--- src/hdl/itss_div_pipe.sv ---
`timescale 1ns / 1ps
`default_nettype none
// ----------------------------------------------------------------------------
// itss_div_pipe
// Pipelined restoring divider: one quotient bit per stage, shared divisor,
// LANES dividends in parallel, side data carried along with the valid bit.
// ----------------------------------------------------------------------------
module itss_div_pipe #(
	parameter int NUM_W  = 12,
	parameter int DEN_W  = 13,
	parameter int SIDE_W = 1,
	parameter int LANES  = 1
) (
	input  wire logic                             clk,
	input  wire logic                             arst_n,
	input  wire logic                             in_valid,
	input  wire logic [LANES-1:0][NUM_W-1:0]      in_num,
	input  wire logic [DEN_W-1:0]                 in_den,
	input  wire logic [SIDE_W-1:0]                in_side,
	output logic                                  out_valid,
	output logic      [LANES-1:0][NUM_W-1:0]      out_quo,
	output logic      [LANES-1:0][DEN_W-1:0]      out_rem,
	output logic      [SIDE_W-1:0]                out_side
);

	logic                          vld_s  [NUM_W+1];
	logic [LANES-1:0][NUM_W-1:0]   num_s  [NUM_W+1];
	logic [LANES-1:0][NUM_W-1:0]   quo_s  [NUM_W+1];
	logic [LANES-1:0][DEN_W-1:0]   rem_s  [NUM_W+1];
	logic [DEN_W-1:0]              den_s  [NUM_W+1];
	logic [SIDE_W-1:0]             side_s [NUM_W+1];

	assign vld_s[0]  = in_valid;
	assign num_s[0]  = in_num;
	assign quo_s[0]  = '0;
	assign rem_s[0]  = '0;
	assign den_s[0]  = in_den;
	assign side_s[0] = in_side;

	for (genvar st = 0; st < NUM_W; st++) begin : g_stage
		logic [LANES-1:0][DEN_W-1:0] rem_nx;
		logic [LANES-1:0][NUM_W-1:0] quo_nx;
		logic [LANES-1:0][NUM_W-1:0] num_nx;

		always_comb begin
			logic [DEN_W:0] trial;
			logic           ge;
			for (int ln = 0; ln < LANES; ln++) begin
				trial = {rem_s[st][ln], num_s[st][ln][NUM_W-1]};
				ge    = trial >= {1'b0, den_s[st]};
				rem_nx[ln] = ge ? DEN_W'(trial - {1'b0, den_s[st]}) : trial[DEN_W-1:0];
				quo_nx[ln] = {quo_s[st][ln][NUM_W-2:0], ge};
				num_nx[ln] = {num_s[st][ln][NUM_W-2:0], 1'b0};
			end
		end

		always_ff @(posedge clk or negedge arst_n) begin
			if (!arst_n) begin
				vld_s[st+1] <= 1'b0;
			end else begin
				vld_s[st+1] <= vld_s[st];
			end
		end

		always_ff @(posedge clk) begin
			rem_s[st+1]  <= rem_nx;
			quo_s[st+1]  <= quo_nx;
			num_s[st+1]  <= num_nx;
			den_s[st+1]  <= den_s[st];
			side_s[st+1] <= side_s[st];
		end
	end

	assign out_valid = vld_s[NUM_W];
	assign out_quo   = quo_s[NUM_W];
	assign out_rem   = rem_s[NUM_W];
	assign out_side  = side_s[NUM_W];

endmodule
`default_nettype wire

--- config.mk ---
export PLATFORM = sky130hd
export DESIGN_NAME = itss_div_pipe
export DESIGN_NICKNAME = d
export VERILOG_FILES = /design/src/hdl/itss_div_pipe.sv
export SDC_FILE = /design/constraint.sdc
export NUM_CORES = 1
export LEC_CHECK = 0
export CORE_MARGIN = 1
export CORE_UTILIZATION = 65
export DETAILED_ROUTE_END_ITERATION = 7
export DONT_BUFFER_PORTS = 1
export PLACE_DENSITY = 0.91
export REMOVE_ABC_BUFFERS = 1
export SYNTH_ARGS = -nofsm -noshare
export SYNTH_HDL_FRONTEND = slang
export SYNTH_SLANG_ARGS = --single-unit
--- constraint.sdc ---
create_clock -name clk -period 3.75 [get_ports clk]
set_input_delay 0 -clock clk [delete_from_list [all_inputs] [get_ports clk]]
set_output_delay 0 -clock clk [all_outputs]
set_load 0.05 [all_outputs]
==> summary.md, run 1 <==
| Metric | Value |
|---|---|
| CP Max Fanout | `14` |
| Tightest Pin Transition | `1204 ps` |
| DRC | `0` |
| Critical register-to-register path startpoint | `g_stage[3].$5.trial[0]$_DFF_P_` |
| Antenna violations before repair | `0` |
| Largest cells by area after synthesis | `sky130_fd_sc_hd__dfxtp_1 49%, sky130_fd_sc_hd__ha_1 9.8%, sky130_fd_sc_hd__inv_1 3.9%, sky130_fd_sc_hd__mux2_1 3.3%, sky130_fd_sc_hd__mux2_2 3.1%` |
| Maximum buffer depth of the clock tree | `3` |
| Worst flop-to-flop path endpoint | `g_stage[4].$5.trial[6]$_DFF_P_` |
| Peak per-stage delay on the critical path | `810 ps` |
| Cell depth of the worst min-delay path | `1` |
| Core Region | `0.02786 mm2` |
| End point of the most critical hold path | `g_stage[1].num_nx[6]$_DFF_P_` |
| Number of cells traversed by the worst register-to-register path | `10` |
| Count of final hold-check violations | `0` |
| Vias in the first global route | `approximately 13000` |
| Top Family by Delay on Critical Path | `compound AO/OA/AOI/OAI gates` |
| Number of warning messages in the yosys log | `0` |
| Switching part of the total | `0.2917` |
| Total global routing track utilization | `0.2557` |
| Type of the worst setup path | `reg -> reg` |
| Most numerous cell types in the synthesized netlist | `455 x sky130_fd_sc_hd__dfxtp_1, 190 x sky130_fd_sc_hd__inv_1, 145 x sky130_fd_sc_hd__ha_1` |
| Diodes inserted | `0` |
| Count of maximum capacitance violations | `0` |
| Worst R2R Setup Slack | `510 ps` |
| Number of buffers created by CTS | `46` |
| WP buf/inv | `1` |
| Dpl cells | `2058` |
| Element type at the critical path end | `register` |
| Width of the chip | `~170 um` |
| First-pass DRT Iterations | `5` |
| Nature of the critical path startpoint | `register` |
| Area enclosed by the die boundary | `0.02903 mm2` |
| Cell at the root of the clock tree | `sky130_fd_sc_hd__clkbuf_16` |
| Via count normalized by instance count | `between 5 and 6` |
| Layout cells sized above 1 | `0.09772` |
| RSZ-0062 raised after global routing | `false` |
| Post-synth design cell area | `0.01843 mm2` |
| Hold wc startpoint | `in_num[4]` |
| Switch Pwr | `4.163 mW` |
| Die Y | `170.4 um` |
| Residual antenna-violating net count after detailed routing | `0` |
| CTS clk-pin slew, worst paths | `about 60 ps` |
| Top flip-flop cell by instance count after synthesis | `sky130_fd_sc_hd__dfxtp_1` |
| Portion of the clock cycle consumed by the worst path in the final layout | `0.8647` |
| Clock power share | `0.351` |
| Outcome | `finished, final reports clean` |
| Post-route clock skew | `20.00 ps` |
| Distinct cell type count after synthesis | `74` |
| Cell taking the most area after synthesis | `sky130_fd_sc_hd__dfxtp_1` |
| Final RePlAce weighted congestion | `0.8799` |
| Cells traversed along the worst timing path | `inv_1 -> ha_1 -> fa_1 -> nor2b_1 -> o21ai_2 -> a21oi_1 -> a211oi_2 -> o211ai_1 -> a311oi_4 -> mux2_1` |
| Number of fill cells in the layout | `around 1700` |
| Clock H-tree levels | `2` |
| Initial DRC count | `667` |
| Portion of the post-synthesis area used by sequential elements | `0.5106` |
| Leakage power figure | `9.857 nW` |
| Instance count of the mapped netlist | `approximately 1700` |
| Skew-Pair Late Insertion Delay | `550 ps` |
| Final TNS setup | `0 ps` |
| Arrival time of the worst setup path | `3670 ps` |
| Post-CTS setup-driven buffer insertion count | `0` |
| Number of top-level pins | `56` |
| Wire length reported by the detailed router | `35.97 mm` |
| Nets@finish | `1952` |
| Hold/Removal Path Class | `in -> reg` |
| Pin count of the biggest net entering global routing | `25` |
| Async S/R FF share, synth | `0.02570` |
| Part of the total power dissipated in sequential elements | `0.427` |
| Residual overflow from global routing | `0` |
| Maximum clock frequency | `0.3084 GHz` |
| Internal cell power | `10.11 mW` |
| Post-synth EDFFs | `0` |
| I/O Buffers | `0` |
| Gate power share | `0.222` |
| CTS sink count | `467` |
| Clock tree from TritonCTS | `done` |
| Number of cells in the finished layout apart from fillers | `between 2000 and 2500` |
| Final Max Slew Viols | `0` |
| Total vias in the final route | `between 10000 and 15000` |
| Count of final setup violators | `0` |
| DR WL/cell | `16.51 um` |
| Worst slew margin relative to its limit | `0.1921` |
| Post-detail-place hpwl | `about 25 mm` |
| Data required time of the worst path | `4180 ps` |
| IR drop worst, VDD | `between 400 and 500 uV` |
| Power per cell area | `just under 700 mW/mm2` |
| #FFs+latches synth | `467` |
| Area grow syn2layout | `13.55%` |
| Count leader, synth | `sky130_fd_sc_hd__dfxtp_1` |
| Placement Rows | `roughly 60` |
| First-pass GRT wire length | `59.97 mm` |
| Starting density of the core | `0.6615` |
| Slowest cell on the critical path | `sky130_fd_sc_hd__a311oi_4` |
| Average instance area after synthesis | `10.88 um2` |
| Clock period minus final worst setup slack | `around 3200 ps` |
| Area share of the largest cell type after synthesis | `0.4943` |
==> per-stage QoR <==
stage          utilization  hold WS, ps  cell area, um2  power (mW)  setup WS (ps)
2_1_floorplan            -       -295.6           18310       8.563          954.9
3_3_place_gp        0.6763       -295.4           18840       9.056          776.4
3_5_place_dp        0.6763       -295.4           18840       9.225          634.9
4_1_cts             0.7511       0.1402           20930       14.30          513.4
5_1_grt             0.7511        4.393           20930       14.92          243.9
6_report            0.7511        9.325           20930       14.27          507.5
==> final cells by class <==
cell class	count	area, um2	area share
repair buffers	47	450.4	0.02153
multi-input cells	1011	8169	0.3904
well taps	378	473.0	0.02260
inverters	194	728.2	0.03480
flip-flops and latches	467	9409	0.4497
clock buffers	59	1301	0.06219
clock inverters	23	394.1	0.01884
==> cells in the final DEF, fill, tap and decap left out, types with 8 or more instances in the layout <==
master / Yosys / routed
sky130_fd_sc_hd__a211oi_1: 12 / 12
sky130_fd_sc_hd__a21o_1: 32 / 32
sky130_fd_sc_hd__a21oi_1: 84 / 84
sky130_fd_sc_hd__a31oi_1: 12 / 12
sky130_fd_sc_hd__buf_4: 1 / 8
sky130_fd_sc_hd__bufinv_16: 0 / 10
sky130_fd_sc_hd__clkbuf_16: 0 / 47
sky130_fd_sc_hd__clkbuf_8: 0 / 8
sky130_fd_sc_hd__clkinv_2: 0 / 9
sky130_fd_sc_hd__dfrtp_1: 12 / 12
sky130_fd_sc_hd__dfxtp_1: 455 / 455
sky130_fd_sc_hd__dlygate4sd3_1: 0 / 39
sky130_fd_sc_hd__fa_1: 11 / 11
sky130_fd_sc_hd__ha_1: 145 / 145
sky130_fd_sc_hd__inv_1: 190 / 190
sky130_fd_sc_hd__mux2_1: 54 / 54
sky130_fd_sc_hd__mux2_2: 51 / 51
sky130_fd_sc_hd__mux2i_1: 24 / 24
sky130_fd_sc_hd__nand2_1: 58 / 58
sky130_fd_sc_hd__nand2b_1: 14 / 14
sky130_fd_sc_hd__nand3_1: 15 / 15
sky130_fd_sc_hd__nand4_1: 16 / 16
sky130_fd_sc_hd__nor2_1: 78 / 78
sky130_fd_sc_hd__nor2b_1: 24 / 24
sky130_fd_sc_hd__nor3_1: 38 / 38
sky130_fd_sc_hd__o211ai_1: 14 / 14
sky130_fd_sc_hd__o21a_1: 33 / 33
sky130_fd_sc_hd__o21ai_0: 49 / 49
sky130_fd_sc_hd__o21ai_1: 10 / 10
sky130_fd_sc_hd__o31a_1: 11 / 11
sky130_fd_sc_hd__or3_1: 8 / 8
sky130_fd_sc_hd__xnor2_1: 47 / 47
sky130_fd_sc_hd__xor2_1: 42 / 42
==> logic make-up after synthesis <==
family                   count (synthesis)  share of synthesized area
AO/OA/AOI/OAI                          336                     0.1281
XOR/XNOR                                89                    0.04230
adder cells (fa/ha/maj)                156                     0.1104
buffers and inverters                  216                    0.04610
flip-flops                             467                     0.5106
multiplexers                           129                    0.07720
AND/OR/NAND/NOR                        301                    0.08528
==> power by group through the flow <==
stage | Combinational (mW) | Clock, mW | Sequential [mW]
after floorplan | 2.45 | 0 | 6.11
after global placement | 2.88 | 0 | 6.18
after detailed placement | 3.03 | 0 | 6.20
after CTS | 3.14 | 5.07 | 6.10
after global routing | 3.47 | 5.30 | 6.16
final | 3.17 | 5.01 | 6.10
==> metal layers <==
metal,global-route usage,wire (um)
met4,0.1152,1433
met1,0.2647,13870
met3,0.03837,1325
met2,0.5016,19340
met5,0,0
==> flip-flops by register name, indices dropped and copies added, names as in the netlist <==
signal,cells
out_valid,1
side_s,11
g_stage.quo_nx,66
g_stage.$5.trial,154
vld_s,11
g_stage.num_nx,55
out_side,1
out_quo,12
den_s,143
out_rem,13
==> worst register-to-register path, stage by stage, from the launching register on <==
cell and delay [ps]:
sky130_fd_sc_hd__dfxtp_1 300, sky130_fd_sc_hd__inv_1 70, sky130_fd_sc_hd__ha_1 230, sky130_fd_sc_hd__fa_1 260, sky130_fd_sc_hd__nor2b_1 80, sky130_fd_sc_hd__o21ai_2 160
sky130_fd_sc_hd__a21oi_1 130, sky130_fd_sc_hd__a211oi_2 420, sky130_fd_sc_hd__o211ai_1 240, sky130_fd_sc_hd__a311oi_4 810, sky130_fd_sc_hd__mux2_1 420
==> how the worst max path moves through the flow <==
stage                                        start                         endpoint  slack (ps)  depth (start not counted)
CTS                 g_stage[3].$5.trial[0]$_DFF_P_   g_stage[4].$5.trial[6]$_DFF_P_         510                         10
global placement                den_s[106]$_DFF_P_   g_stage[5].$5.trial[5]$_DFF_P_         780                         10
floorplan           g_stage[2].$5.trial[0]$_DFF_P_  g_stage[3].$5.trial[13]$_DFF_P_         950                         10
global route        g_stage[3].$5.trial[0]$_DFF_P_   g_stage[4].$5.trial[6]$_DFF_P_         240                         10
finish              g_stage[3].$5.trial[0]$_DFF_P_   g_stage[4].$5.trial[6]$_DFF_P_         510                         10
detailed placement              den_s[104]$_DFF_P_   g_stage[5].$5.trial[5]$_DFF_P_         630                         10
==> timing repair <==
action	4_1_cts	5_1_grt
gates resized for setup	0	0
hold buffers	39	0
hold endpoints to repair	52	0
Note: power is estimated with default switching activity, not from simulation.
==> inputs of run 2 (changes only) <==
- ABC_CLOCK_PERIOD_IN_PS: unset -> 3400
- CORE_UTILIZATION: 65 -> 63
- PLACE_DENSITY: 0.91 -> 0.89
- SETUP_SLACK_MARGIN: unset -> 0.1
- clock period: 3.75 -> 3.4 ns (I/O delays scaled with it)
==> run 2 against run 1 <==
Effect of this change:
- sequential cell count did not move
- total power is 4.6% higher
- die area grew 3.1%
- final cell count grew 0.23%
- critical endpoint is now g_stage[10].$5.trial[4]$_DFF_P_
- largest power group unchanged
==> summary.md, run 2 (synthesis gave the netlist of run 1 again) <==
| Metric | Value |
|---|---|
| Total vias in the final route | `12160` |
| Leakage power figure | `roughly 9.7 nW` |
| Skew-Pair Late Insertion Delay | `540 ps` |
| Number of top-level pins | `56` |
| Data required time of the worst path | `3830 ps` |
| Arrival time of the worst setup path | `3510 ps` |
| Uppermost metal layer occupied by signal nets | `met4` |
| Commonest cells after routing, fill and taps aside | `455 x sky130_fd_sc_hd__dfxtp_1, 190 x sky130_fd_sc_hd__inv_1, 145 x sky130_fd_sc_hd__ha_1` |
| First-pass GRT wire length | `59.28 mm` |
| Power per cell area | `about 720 mW/mm2` |
| Detailed-route wire length on metal 1 | `13.65 mm` |
| Setup WS pre-CTS | `between 300 and 400 ps` |
| Portion of the clock cycle consumed by the worst path in the final layout | `0.9054` |
| Number of flip-flops under the largest register name | `between 150 and 200` |
| Peak per-stage delay on the critical path | `400 ps` |
| Residual overflow from global routing | `0` |
| DR WL/cell | `16.15 um` |
| Worst Hold Slack | `18.54 ps` |
| Least setup slack across all paths after layout | `321.5 ps` |
| Met2 wire length | `18.57 mm` |
| Post-detail-place hpwl | `25.37 mm` |
| RSZ-0062 raised after global routing | `false` |
| Initial DRC count | `584` |
| Maximum clock frequency | `between 0.3 and 0.4 GHz` |
| Post-route clock skew | `approximately 12 ps` |
| Worst slew margin relative to its limit | `0.3159` |
| Die Y | `173.0 um` |
| Nets@finish | `around 2000` |
| Placement Rows | `62` |
| First-pass DRT Iterations | `7` |
| Cell depth of the worst min-delay path | `1` |
| Hold/Removal Path Class | `in -> reg` |
| Tightest Pin Transition | `1022 ps` |
| Final RePlAce weighted congestion | `just over 0.9` |
| Post-Layout Inst Area | `0.02066 mm2` |
| Element type at the critical path end | `register` |
| Core Region | `0.02870 mm2` |
| Cells traversed along the worst timing path | `inv_1 -> ha_1 -> fa_1 -> nor2b_1 -> o21ai_2 -> a21oi_1 -> a211oi_2 -> o211ai_1 -> a311oi_4 -> buf_4 -> mux2_1` |
| Routed length on met3 | `1.285 mm` |
| WP buf/inv | `2` |
| Wire length reported by the detailed router | `35.27 mm` |
| Critical Path Stages | `11` |
| CTS clk-pin slew, worst paths | `60 ps` |
| Clock tree from TritonCTS | `done` |
| Total global routing track utilization | `0.2394` |
| Final TNS setup | `0 ps` |
| Area enclosed by the die boundary | `0.02994 mm2` |
| Worst R2R Setup Slack | `320 ps` |
| Outcome | `finished, final reports clean` |
| CTS sink count | `approximately 470` |
| Area grow syn2layout | `12.13%` |
| Antenna violations before repair | `0` |
| Final Max Slew Viols | `0` |
| Top Family by Delay on Critical Path | `compound AO/OA/AOI/OAI gates` |
| Clock period minus final worst setup slack | `3079 ps` |
| Width of the chip | `between 150 and 200 um` |
| I/O Buffers | `0` |
| Hold wc startpoint | `in_num[1]` |
| Diodes inserted | `0` |
| IR drop worst, VDD | `416.2 uV` |
| Maximum buffer depth of the clock tree | `3` |
| Critical register-to-register path startpoint | `g_stage[9].$5.trial[0]$_DFF_P_` |
| Count of final hold-check violations | `0` |
| Most common library cell in the layout ignoring fill and taps | `sky130_fd_sc_hd__dfxtp_1` |
| FF/Latch Area | `approximately 0.0094 mm2` |
| Cell at the root of the clock tree | `sky130_fd_sc_hd__clkbuf_16` |
| Via count normalized by instance count | `5.568` |
| Residual antenna-violating net count after detailed routing | `0` |
| Clock H-tree levels | `2` |
| Number of buffers created by CTS | `43` |
| Number of cells traversed by the worst register-to-register path | `11` |
| Count of maximum capacitance violations | `0` |
| Launching element of the worst setup path | `g_stage[9].$5.trial[0]$_DFF_P_` |
| CP Max Fanout | `10` |
| Pin count of the biggest net entering global routing | `18` |
| Starting density of the core | `0.6420` |
| Nature of the critical path startpoint | `register` |
| DRC | `0` |
| Type of the worst setup path | `reg -> reg` |
| Total Power Consumption | `14.92 mW` |
| Area post-placement | `0.01888 mm2` |
| Layout cells sized above 1 | `0.09611` |
| Count of final setup violators | `0` |
| Number of fill cells in the layout | `2000` |
| Total area of multi-input combinational cells | `0.008173 mm2` |
| Vias in the first global route | `12930` |
| Slowest cell on the critical path | `sky130_fd_sc_hd__a311oi_4` |
run 2: cell count changes in the layout (fill, tap and decap cells not counted):
cell,change
sky130_fd_sc_hd__clkbuf_8,-3
sky130_fd_sc_hd__clkinvlp_4,+2
sky130_fd_sc_hd__buf_4,+5
sky130_fd_sc_hd__clkbuf_16,-4
sky130_fd_sc_hd__inv_6,+4
sky130_fd_sc_hd__clkbuf_1,+2
sky130_fd_sc_hd__clkinv_2,+1
sky130_fd_sc_hd__bufinv_16,-7
sky130_fd_sc_hd__o21ai_2,+1
sky130_fd_sc_hd__clkinv_8,-2
sky130_fd_sc_hd__o21ai_1,-1
sky130_fd_sc_hd__dlygate4sd3_1,+1
run 2: worst paths after layout:
| check | endpoint |
|---|---|
| setup / recovery | g_stage[10].$5.trial[4]$_DFF_P_ |
| hold / removal | g_stage[1].num_nx[3]$_DFF_P_ |
| setup reg to reg | g_stage[10].$5.trial[4]$_DFF_P_ |
| hold reg to reg | g_stage[4].num_nx[8]$_DFF_P_ |
| max in group asynchronous | vld_s[10]$_DFF_PN0_ |
| min in group asynchronous | vld_s[2]$_DFF_PN0_ |
run 2: routing by layer:
layer,up-vias,GRT usage
li1,6020,-
met1,5730,0.2483
met2,298,0.4556
met3,113,0.03760
met4,0,0.1353
met5,-,0
run 2: power by group:
| part | switching, mW | internal [mW] | total, mW |
|---|---|---|---|
| registers | 0.659 | 6.07 | 6.73 |
| logic | 1.90 | 1.63 | 3.53 |
| clock network | 1.99 | 2.67 | 4.66 |
run 2: repair_timing:
item                       4_1_cts  5_1_grt
hold endpoints to repair        52        0
gates resized for setup          0        1
setup buffers                    0        1
hold buffers                    40        0
setup endpoints to repair        0       13
run 2: through the flow:
| step | utilization | cells |
|---|---|---|
| after global routing | 0.7199 | 2184 |
| after global placement | 0.6577 | 2068 |
| final | 0.7199 | 2184 |
| after CTS | 0.7195 | 2183 |
| after detailed placement | 0.6577 | 2068 |
| after floorplan | - | 1672 |
run 2: worst register-to-register path, delay by kind of cell, from the launching register on:
family	cells	cell delay, ps
AO/OA/AOI/OAI	5	1280
adder cells (fa/ha/maj)	2	560
buffers and inverters	2	360
multiplexers	1	360
flip-flops	1	300
AND/OR/NAND/NOR	1	90
run 2: final cells by class:
class                      instances  area share
sequential                       467      0.4554
multi-input combinational       1011      0.3955
inverter                         194     0.03524
clock buffer                      54     0.05650
clock inverter                    21    0.009992
tap                              384     0.02325
timing repair buffer              53     0.02410
==> inputs of run 3 (changes only) <==
- ABC_CLOCK_PERIOD_IN_PS: 3400 -> 2700
- CORE_UTILIZATION: 63 -> 57
- PLACE_DENSITY: 0.89 -> 0.85
- SKIP_CTS_REPAIR_TIMING: unset -> 1
- clock period: 3.4 -> 2.7 ns (I/O delays scaled with it)
==> run 3 against run 2 <==
Effect of this change:
- the flow now finishes with violations (setup timing)
- largest power group unchanged
- sequential power is 26% higher
- clock-buffer cell count is 6 higher
- final cell count is 4.4% higher
- via count increased by 6.3%
- maximum frequency rose by 12%
- routed wire length grew 13%
- hold slack lost 12 ps
- non-clock buffer count is 76 higher
- total power increased by 36%
- core utilization shrank 2.0 points
==> summary.md, run 3 (synthesis gave the netlist of run 1 again) <==
| Metric | Value |
|---|---|
| Internal cell power | `14.12 mW` |
| I/O Buffers | `0` |
| Worst Hold Slack | `approximately 6.5 ps` |
| CTS clk-pin slew, worst paths | `around 70 ps` |
| Number of cells traversed by the worst register-to-register path | `9` |
| Pin count of the biggest net entering global routing | `25` |
| Final RePlAce weighted congestion | `about 0.95` |
| Top Family by Delay on Critical Path | `compound AO/OA/AOI/OAI gates` |
| Count of maximum capacitance violations | `0` |
| Tightest Pin Transition | `736.7 ps` |
| Number of flip-flops under the largest register name | `between 150 and 200` |
| IR drop worst, VDD | `~660 uV` |
| Cell depth of the worst min-delay path | `1` |
| Switching part of the total | `0.3035` |
| Commonest cells after routing, fill and taps aside | `434 x sky130_fd_sc_hd__dfxtp_1, 179 x sky130_fd_sc_hd__inv_1, 121 x sky130_fd_sc_hd__ha_1` |
| Post-detail-place hpwl | `between 20 and 25 mm` |
| Post-route clock skew | `between 20 and 25 ps` |
| Area enclosed by the die boundary | `0.03305 mm2` |
| Switch Pwr | `6.155 mW` |
| Area post-placement | `0.01921 mm2` |
| Diodes inserted | `0` |
| Via count normalized by instance count | `5.669` |
| Maximum clock frequency | `roughly 0.36 GHz` |
| Vias in the first global route | `around 13000` |
| Slowest cell on the critical path | `sky130_fd_sc_hd__or4b_1` |
| Critical register-to-register path startpoint | `den_s[40]$_DFF_P_` |
| Count of final setup violators | `4` |
| Initial DRC count | `approximately 660` |
| Worst R2R Setup Slack | `-50 ps` |
| Type of the worst setup path | `reg -> reg` |
| Nets@finish | `2033` |
| Total global routing track utilization | `0.2097` |
| Starting density of the core | `0.5810` |
| Width of the chip | `181.8 um` |
| Leakage power figure | `10.36 nW` |
| First-pass DRT Iterations | `5` |
| Cell at the root of the clock tree | `sky130_fd_sc_hd__clkbuf_16` |
| Wire length reported by the detailed router | `39.74 mm` |
| Peak per-stage delay on the critical path | `510 ps` |
| End point of the most critical hold path | `g_stage[1].num_nx[7]$_DFF_P_` |
| Outcome | `complete, but fails checks` |
| Core Region | `0.03172 mm2` |
| Final Max Slew Viols | `0` |
| Clock tree from TritonCTS | `done` |
| Clock period minus final worst setup slack | `2752 ps` |
| Area grow syn2layout | `20.46%` |
| Antenna violations before repair | `0` |
| Failing checks | `setup timing` |
| CTS sink count | `467` |
| Number of buffers created by CTS | `45` |
| Worst flop-to-flop path endpoint | `g_stage[10].$5.trial[12]$_DFF_P_` |
| Part of the total power dissipated in sequential elements | `0.419` |
| Arrival time of the worst setup path | `about 3200 ps` |
| Nature of the critical path startpoint | `register` |
| Die Y | `181.8 um` |
| Gate power share | `0.259` |
| WP buf/inv | `1` |
| Clock H-tree levels | `2` |
| CP Max Fanout | `3` |
| Cells traversed along the worst timing path | `inv_4 -> ha_4 -> nor2b_4 -> o31a_1 -> or4b_1 -> a221o_1 -> o31ai_2 -> xnor2_1 -> mux2_4` |
| Residual overflow from global routing | `0` |
| Post-Layout Inst Area | `0.02220 mm2` |
| RSZ-0062 raised after global routing | `true` |
| Hold/Removal Path Class | `in -> reg` |
| Hold wc startpoint | `in_num[5]` |
| Layout cells sized above 1 | `0.1852` |
| Number of top-level pins | `56` |
| Power per cell area | `913.6 mW/mm2` |
| Portion of the clock cycle consumed by the worst path in the final layout | `1.019` |
| DRC | `0` |
| Element type at the critical path end | `register` |
| Residual antenna-violating net count after detailed routing | `0` |
| Worst slew margin relative to its limit | `0.5051` |
| Skew-Pair Late Insertion Delay | `570 ps` |
| Clock power share | `0.322` |
| Count of final hold-check violations | `0` |
| DR WL/cell | `17.42 um` |
| Data required time of the worst path | `3140 ps` |
| First-pass GRT wire length | `57.17 mm` |
| Maximum buffer depth of the clock tree | `3` |
| Least setup slack across all paths after layout | `-52.11 ps` |
| Placement Rows | `65` |
| Total vias in the final route | `12930` |
| Most common library cell in the layout ignoring fill and taps | `sky130_fd_sc_hd__dfxtp_1` |
-- run 3: cell types whose count changed in the layout (fill, tap and decap cells not counted), sizes merged --
cell / previous run / this run
buf: 13 / 82
clkbuf: 54 / 66
bufinv: 3 / 6
inv: 198 / 195
clkinv: 11 / 9
clkinvlp: 3 / 2
dlygate4sd3: 40 / 41
-- run 3: through the flow --
step / util / setup slack [ps] / setup TNS, ps / instances / power, mW
floorplan: - / -95.06 / -834.6 / 1672 / 11.89
global placement: 0.6056 / 73.86 / 0 / 2112 / 12.74
detailed placement: 0.6056 / 5.353 / 0 / 2112 / 12.99
CTS: 0.6548 / -116.8 / -1448 / 2190 / 19.53
global route: 0.6998 / -88.98 / -700.5 / 2281 / 21.18
finish: 0.6998 / -52.11 / -84.83 / 2281 / 20.28
-- run 3: area by class of cell --
| type | count | area [um2] |
|---|---|---|
| Tap cell | 402 | 503.0 |
| Sequential cell | 467 | 9443 |
| Clock buffer | 60 | 1252 |
| Inverter | 194 | 735.7 |
| Clock inverter | 18 | 307.8 |
| Fill cell | 2035 | 9520 |
| Multi-Input combinational cell | 1011 | 8642 |
| Timing Repair Buffer | 129 | 1314 |
-- run 3: worst max-delay path by stage --
stage | slack (ps) | endpoint | depth (start not counted) | start
after global routing | -90 | g_stage[10].$5.trial[12]$_DFF_P_ | 9 | den_s[40]$_DFF_P_
after CTS | -120 | g_stage[5].$5.trial[13]$_DFF_P_ | 10 | den_s[111]$_DFF_P_
final | -50 | g_stage[10].$5.trial[12]$_DFF_P_ | 9 | den_s[40]$_DFF_P_
after global placement | 70 | g_stage[5].$5.trial[12]$_DFF_P_ | 9 | den_s[105]$_DFF_P_
after detailed placement | 5 | g_stage[9].$5.trial[12]$_DFF_P_ | 9 | den_s[53]$_DFF_P_
after floorplan | -100 | g_stage[3].$5.trial[13]$_DFF_P_ | 10 | g_stage[2].$5.trial[0]$_DFF_P_
-- run 3: power by group through the flow --
| stage | Sequential, mW | Combinational [mW] | Clock, mW |
|---|---|---|---|
| floorplan | 8.49 | 3.41 | 0 |
| global placement | 8.58 | 4.17 | 0 |
| detailed placement | 8.60 | 4.39 | 0 |
| CTS | 8.47 | 4.48 | 6.58 |
| global route | 8.57 | 5.68 | 6.94 |
| finish | 8.50 | 5.25 | 6.52 |
-- run 3: layer usage --
metal,up-vias,GRT usage,routed length (um)
met2,420,0.4332,22380
met4,0,0.1108,2357
li1,6193,-,-
met3,168,0.03149,1352
met1,6151,0.1929,13660
met5,-,0,0
